### config.mk
export PLATFORM = sky130hd
export DESIGN_NAME = afc_plane_lane
export DESIGN_NICKNAME = d
export VERILOG_FILES = /design/src/rtl/afc_pkg.sv /design/src/rtl/afc_plane_lane.sv
export SDC_FILE = /design/constraint.sdc
export NUM_CORES = 2
export LEC_CHECK = 0
export ABC_AREA = 1
export BUFFER_PORTS_ARGS = -buffer_cell sky130_fd_sc_hd__buf_2
export CAP_MARGIN = 20
export CORE_MARGIN = 2
export CORE_UTILIZATION = 60
export DETAILED_ROUTE_END_ITERATION = 12
export PLACE_DENSITY_LB_ADDON = 0.15
export SLEW_MARGIN = 20
export SYNTH_ARGS = -nofsm -noshare
export SYNTH_HDL_FRONTEND = slang
export SYNTH_SLANG_ARGS = --single-unit
### constraint.sdc
create_clock -name clk -period 7.2 [get_ports clk]
set_clock_uncertainty 0.1 [all_clocks]
set_input_delay 1.44 -clock clk [delete_from_list [all_inputs] [get_ports clk]]
set_output_delay 1.44 -clock clk [all_outputs]
set_load 0.1 [all_outputs]
### src/rtl/afc_pkg.sv
`timescale 1ns / 1ps

package afc_pkg;

	localparam int REG_COUNT    = 6;
	localparam int CFG_W        = 64;
	localparam int CFG_IDX_W    = 3;
	localparam int COORD_W      = 16;
	localparam int EXT_W        = 15;
	localparam int COEF_W       = 16;
	localparam int PROD_W       = 2 * COEF_W;
	localparam int RPROD_W      = COEF_W + EXT_W;
	localparam int DIST_W       = PROD_W + 3;
	localparam int RAD_W        = RPROD_W + 2;
	localparam int CMP_W        = DIST_W + 2;
	localparam int OFFSET_SHIFT = 14;
	localparam int VERDICT_W    = 2;

	typedef enum logic [VERDICT_W-1:0] {
		VERDICT_INSIDE    = 2'd0,
		VERDICT_INTERSECT = 2'd1,
		VERDICT_OUTSIDE   = 2'd2
	} verdict_t;

	typedef struct packed {
		logic signed [COORD_W-1:0] dd;
		logic signed [COEF_W-1:0]  c;
		logic signed [COEF_W-1:0]  b;
		logic signed [COEF_W-1:0]  a;
	} plane_t;

	typedef struct packed {
		logic signed [COORD_W-1:0] center_x;
		logic signed [COORD_W-1:0] center_y;
		logic signed [COORD_W-1:0] center_z;
		logic [EXT_W-1:0]          extent_x;
		logic [EXT_W-1:0]          extent_y;
		logic [EXT_W-1:0]          extent_z;
	} box_t;

	typedef struct packed {
		logic outside;
		logic straddle;
	} plane_flags_t;

	function automatic logic [COEF_W-1:0] coef_mag(input logic signed [COEF_W-1:0] v);
		logic signed [COEF_W-1:0] neg;
		neg = -v;
		return v[COEF_W-1] ? COEF_W'(neg) : COEF_W'(v);
	endfunction

endpackage

### src/rtl/afc_plane_lane.sv
`timescale 1ns / 1ps

module afc_plane_lane
	import afc_pkg::*;
(
	input  logic         clk,
	input  plane_t       plane,
	input  box_t         box,
	output plane_flags_t flags_s3
);

	logic signed [PROD_W-1:0]  prod_x_s1;
	logic signed [PROD_W-1:0]  prod_y_s1;
	logic signed [PROD_W-1:0]  prod_z_s1;
	logic [RPROD_W-1:0]        rprod_x_s1;
	logic [RPROD_W-1:0]        rprod_y_s1;
	logic [RPROD_W-1:0]        rprod_z_s1;
	logic signed [COORD_W-1:0] offset_s1;
	logic signed [DIST_W-1:0]  dist_s2;
	logic [RAD_W-1:0]          rad_s2;
	logic [CMP_W-1:0]          far_sum;
	logic [CMP_W-1:0]          near_diff;

	always_ff @(posedge clk) begin
		prod_x_s1  <= plane.a * box.center_x;
		prod_y_s1  <= plane.b * box.center_y;
		prod_z_s1  <= plane.c * box.center_z;
		rprod_x_s1 <= coef_mag(plane.a) * box.extent_x;
		rprod_y_s1 <= coef_mag(plane.b) * box.extent_y;
		rprod_z_s1 <= coef_mag(plane.c) * box.extent_z;
		offset_s1  <= plane.dd;
	end

	always_ff @(posedge clk) begin
		dist_s2 <= DIST_W'(prod_x_s1) + DIST_W'(prod_y_s1) + DIST_W'(prod_z_s1)
			+ (DIST_W'(offset_s1) <<< OFFSET_SHIFT);
		rad_s2  <= RAD_W'(rprod_x_s1) + RAD_W'(rprod_y_s1) + RAD_W'(rprod_z_s1);
	end

	assign far_sum   = CMP_W'(dist_s2) + CMP_W'(rad_s2);
	assign near_diff = CMP_W'(dist_s2) - CMP_W'(rad_s2);

	always_ff @(posedge clk) begin
		flags_s3.outside  <= far_sum[CMP_W-1];
		flags_s3.straddle <= near_diff[CMP_W-1];
	end

endmodule

Yosys cells after proc, flatten, opt, wreduce, memory -nomap -nowiden
Index checks and enable logic that the tools add are counted.
{ "totals": {"register_bits": 275, "input_bits": 158, "output_inout_bits": 2, "wordCells": 30} }
{ "op_classes": {"n_addsub": 10, "multipliers": 6, "n_mux": 3} }
{ "op_table": {"columns": ["operator", "n"], "rows": [
  ["16-bit by 16-bit multiplier with 32-bit output", 3],
  ["16-bit by 15-bit multiplier with 31-bit output", 3],
  ["16-bit 2-to-1 mux", 3],
  ["16-bit negator", 3],
  ["35-bit by 34-bit adder with 36-bit output", 1],
  ["35-bit by 34-bit subtractor with 36-bit output", 1],
  ["34-bit by 30-bit adder with 35-bit output", 1],
  ["33-bit by 32-bit adder with 34-bit output", 1],
  ["32-bit by 31-bit adder with 33-bit output", 1],
  ["32-bit by 32-bit adder with 33-bit output", 1],
  ["31-bit by 31-bit adder with 32-bit output", 1]
]} }

Longest topological paths before layout
{ "logic_depth": {"depth_word": 3, "depth_mapped": 35, "mapped_depth_nobuf": 33} }

Worst setup path after synthesis
OpenSTA, ideal clock, no wires.
{ "synth_timing": {"path_type": "input -> register", "startpoint": "input plane[17] (netlist bit)", "endpoint": "register rprod_y_s1[28]", "setup_time_ps": 112, "arrival_ps": 7094, "required_time_ps": 6988, "slack_ps": -106, "path_stages": 32, "path_buffers": 2, "path_cell_list": "buf_2 -> clkbuf_1 -> inv_1 -> ha_1 -> nand3_4 -> nor3_4 -> nand3_2 -> nand2_2 -> nand2_1 -> nand2_2 -> inv_2 -> nor2_1 -> fa_1 -> inv_1 -> fa_1 -> inv_1 -> fa_1 -> inv_1 -> fa_1 -> inv_1 -> fa_1 -> inv_1 -> fa_1 -> inv_1 -> ha_1 -> nand2_1 -> nor2_1 -> nand3_1 -> nand3_1 -> nand2_1 -> nand3_1 -> nand2_1"} }
{ "synth_via": {"elab_chain_len": 3} }
{ "synth_rtl": {"columns": ["element", "line_no", "source"], "rows": [
  ["start: declaration", "afc_plane_lane.sv:7", "input plane_t plane,"],
  ["16-bit negator", "afc_pkg.sv:48", "neg = -v;"],
  ["16-bit 2-to-1 mux (*)", "afc_pkg.sv:49", "return v[COEF_W-1] ? COEF_W'(neg) : COEF_W'(v);"],
  ["16-bit by 15-bit multiplier with 31-bit output (*)", "afc_plane_lane.sv:29", "rprod_y_s1 <= coef_mag(plane.b) * box.extent_y;"],
  ["end signal: assignment", "afc_plane_lane.sv:29", null],
  ["end: declaration", "afc_plane_lane.sv:16", "logic [RPROD_W-1:0] rprod_y_s1;"]
]} }
Every way passes the cells marked *; elsewhere a longest branch is shown, timed or not.

Worst setup path after layout
{ "layout_timing": {"startpoint": "input plane[32] (netlist bit)", "endpoint": "register rprod_z_s1[15]"} }
{ "layout_via": {"elab_chain_len": 3} }
{ "layout_rtl": {"columns": ["element", "line_no", "source"], "rows": [
  ["16-bit negator", "afc_pkg.sv:48", null],
  ["16-bit 2-to-1 mux (*)", "afc_pkg.sv:49", null],
  ["16-bit by 15-bit multiplier with 31-bit output (*)", "afc_plane_lane.sv:30", "rprod_z_s1 <= coef_mag(plane.c) * box.extent_z;"],
  ["end signal: assignment", "afc_plane_lane.sv:30", null],
  ["end: declaration", "afc_plane_lane.sv:17", "logic [RPROD_W-1:0] rprod_z_s1;"]
]} }
Marks and branches as above.

==> flow_summary.yaml <==
setup_path:
  reg2reg_setup_slack_ns: 4.05
  crit_family: "adder cells"
  crit_path_top_delay_cell: "fa_1"
  r2r-start: "prod_z_s1[2]$_DFF_P_"
  critical_path_buf_inv_count: 11
  crit_path_end_kind: "flip-flop"
  r2r_end: "dist_s2[32]$_DFF_P_"
  criticalPathCategory: "input port to flip-flop"
  reg2reg_depth: 14
  crit_path_frequent_cell: "inv_1"
  critPathMaxStageDelay_ns: 0.55
  arrival_ns: 7.17
  cp-start-kind: "input port"
  cp_num_cells: 31
  crit_required_ns: 7.54
  crit_path_max_fanout: 4
synthesis:
  synth-compound-area-share: 0.0403
  yosysUniqueCellTypes: 54
  yosys.area_share.simple: 0.201
  ys_warn_count: 0
  synthMuxAreaShare: 0
  synth_edf_count: 0
  synth.avg_cell_area_um2: 7.60
  synth_cells: 9398
  synth-seq-cells: 275
  async_flop_share: 0
  syn_nets: 11600
  synthFlopType: "dfxtp_1"
  seq_area_frac_synth: 0.0771
  synth_top_family_by_area: "adder cells"
  synth_fa_ha_area_frac: 0.513
  synth.cell_area_um2: 71400
  synthXorXnorAreaFrac: 0.0177
global_route:
  grt_max_degree: 31
  globalRoute.totalOverflow: 0
  grt_pass1_vias: 61700
  track_usage: 0.346
  grt_pass1_wl_um: 329000
  antenna_found_initial: 12
clocking:
  cts_tree: "built"
  clkTransAtPathRegs_ns: 0.07
  clock_latency_ns: 0.60
  cts_hold_buffers: 0
  clk_path_buf_depth: 3
  cts-root-buf: "clkbuf_16"
  numCtsBuffers: 29
  post_cts_buffers: 0
  clkSinkCount: 275
  htreeDepth: 1
timing:
  worstMarginPinSlew_ns: 0.822
  setup_violations: 0
  hold_violations: 0
  max-slew-margin-rel: 0.452
  maxSlewViolCount: 0
  post-route-period-util: 0.948
  finalHoldWorstSlack_ns: 0.445
  max_freq_ghz: 0.146
  fin_ws_ns: 0.373
  fin_crit_ns: 6.83
  rsz0062_at_grt: "false"
drt:
  wl_met1_um: 88300
  highest_layer: "met5"
  drt_iter0_drc: 4586
  num_vias: 59500
  dr_wl_met3_um: 16200
  wl_per_cell_um: 18.1
  final_antenna_net_count: 0
  via_per_inst: 5.27
  drc_errors: 0
  route.met2.wl_um: 93500
  drt_wl_total_um: 205000
  drtPass1Iterations: 6
final_layout:
  final_cells: 11300
  final_layout_size_suffix_gt1_frac: 0.0767
  fill_cells: 10500
  syn_to_final_growth_pct: 8.11
  finalNetCount: 12000
floorplan:
  ios: 160
  fp.dieW_um: 349
  start_util: 0.605
  dieHeight_um: 349
  die_area_um2: 122000
  fp.coreArea_um2: 118000
  rows: 126
min_path:
  hp-class: "flip-flop to flip-flop"
  holdPathStages: 2
  hold_start: "dist_s2[34]$_DFF_P_"
  min_to: "flags_s3[1]$_DFF_P_"
place:
  placed_cells: 11200
  numPortBuffers: 159
  place_ws_ns: -0.228
  gp_congestion: 0.999
  dp_hpwl_um: 181000
run:
  maxCapViolCount: 0
run_status:
  status: "completed"
## cells in the final DEF, fill, tap and decap left out, types with 6 or more instances in the layout
| cell type | instances |
|---|---|
| nand3b_1 | 6 |
| clkbuf_16 | 29 |
| inv_2 | 42 |
| diode_2 | 6 |
| fa_1 | 1410 |
| o21bai_1 | 34 |
| nor2_2 | 22 |
| xnor2_1 | 25 |
| a21o_1 | 11 |
| o21ai_2 | 8 |
| nor2_1 | 705 |
| a21oi_1 | 300 |
| nand2_2 | 29 |
| o21a_1 | 6 |
| o21ai_0 | 147 |
| nor3_1 | 58 |
| buf_2 | 159 |
| buf_12 | 6 |
| a21boi_0 | 6 |
| ha_1 | 671 |
| dfxtp_1 | 275 |
| nand4_1 | 107 |
| inv_1 | 2527 |
| xor2_1 | 116 |
| buf_4 | 392 |
| clkinv_1 | 6 |
| nand2_1 | 2293 |
| nand3_1 | 275 |
## registers in the layout (all words and copies together), names as in the netlist
name	count
prod_x_s1	32
offset_s1	16
rprod_y_s1	31
rprod_x_s1	31
dist_s2	35
rprod_z_s1	31
flags_s3	2
rad_s2	33
prod_z_s1	32
prod_y_s1	32
## kinds of logic (layout without fill, tap and decap cells)
kind of cell	after synthesis	after routing
buffers and inverters	2830	3188
adders and majority gates	2083	2083
DFF	275	275
AOI/OAI and AO/OA	532	532
xor gates and xnor gates	143	143
and+or+nand+nor	3535	3535
other	0	6
## worst register-to-register path, stage by stage (launching register included)
cell and delay, ns:
dfxtp_1 0.46, fa_1 0.48, ha_1 0.30, ha_1 0.23, fa_1 0.50, nand3_1 0.11
nand2_1 0.12, nand3_1 0.10, nand2_1 0.11, nand2_1 0.09, nand2_1 0.13, nand2_1 0.12
nand2_1 0.05, nand2_1 0.06, nand2_1 0.09
## stage by stage
stage	cell area (µm²)	util	TNS [ns]
after detailed placement	76200	0.645	-6.33
after floorplan	71500	-	-0.00589
final	77200	0.654	0
after global placement	76200	0.645	-2.88
after CTS	77200	0.654	0
after global routing	77200	0.654	0
## cell type report
type                            instances  area [µm²]  area share
Clock buffer                           39         813      0.0105
Clock inverter                         15         219     0.00284
Timing Repair Buffer                  557        3860      0.0500
Inverter                             2577        9690       0.125
Antenna cell                            6        15.0    0.000194
Sequential cell                       275        5510      0.0713
Multi-Input combinational cell       6293       55200       0.715
Tap cell                             1536        1920      0.0249
## worst max-delay path by stage
| stage | startpoint | endpoint | slack, ns |
|---|---|---|---|
| after floorplan | plane[17] | rprod_y_s1[18]$_DFF_P_ | -0.004 |
| after global placement | plane[16] | rprod_y_s1[26]$_DFF_P_ | -0.17 |
| after detailed placement | plane[16] | rprod_y_s1[26]$_DFF_P_ | -0.23 |
| after CTS | plane[16] | rprod_y_s1[26]$_DFF_P_ | 0.41 |
| after global routing | plane[32] | rprod_z_s1[15]$_DFF_P_ | 0.003 |
| final | plane[32] | rprod_z_s1[15]$_DFF_P_ | 0.37 |
## cell usage after synthesis (34+ instances only)
cell type / count / area (µm²)
a21oi_1: 302 / 1510
nor3_1: 59 / 295
o21bai_1: 34 / 255
dfxtp_1: 275 / 5510
inv_1: 2527 / 9490
nand4_1: 107 / 669
ha_1: 673 / 8420
clkbuf_1: 187 / 702
buf_2: 34 / 170
o21ai_0: 150 / 751
nand3_1: 275 / 1380
fa_1: 1410 / 28200
xor2_1: 116 / 1020
nand2_1: 2294 / 8610
inv_2: 42 / 158
nor2_1: 710 / 2670
## timing repair
action | CTS | global route
hold endpoints to repair | 0 | 0
setup endpoints to repair | 0 | 2
resized for setup | 0 | 5
## per-layer routing
layer | up-vias | track usage
li1 | 28000 | -
met1 | 29000 | 0.486
met2 | 2188 | 0.557
met3 | 365 | 0.0539
met4 | 6 | 0.0990
met5 | - | 0
Power is not shown: default switching activity piles up to over one toggle a cycle in this logic, so the estimate is an artifact.
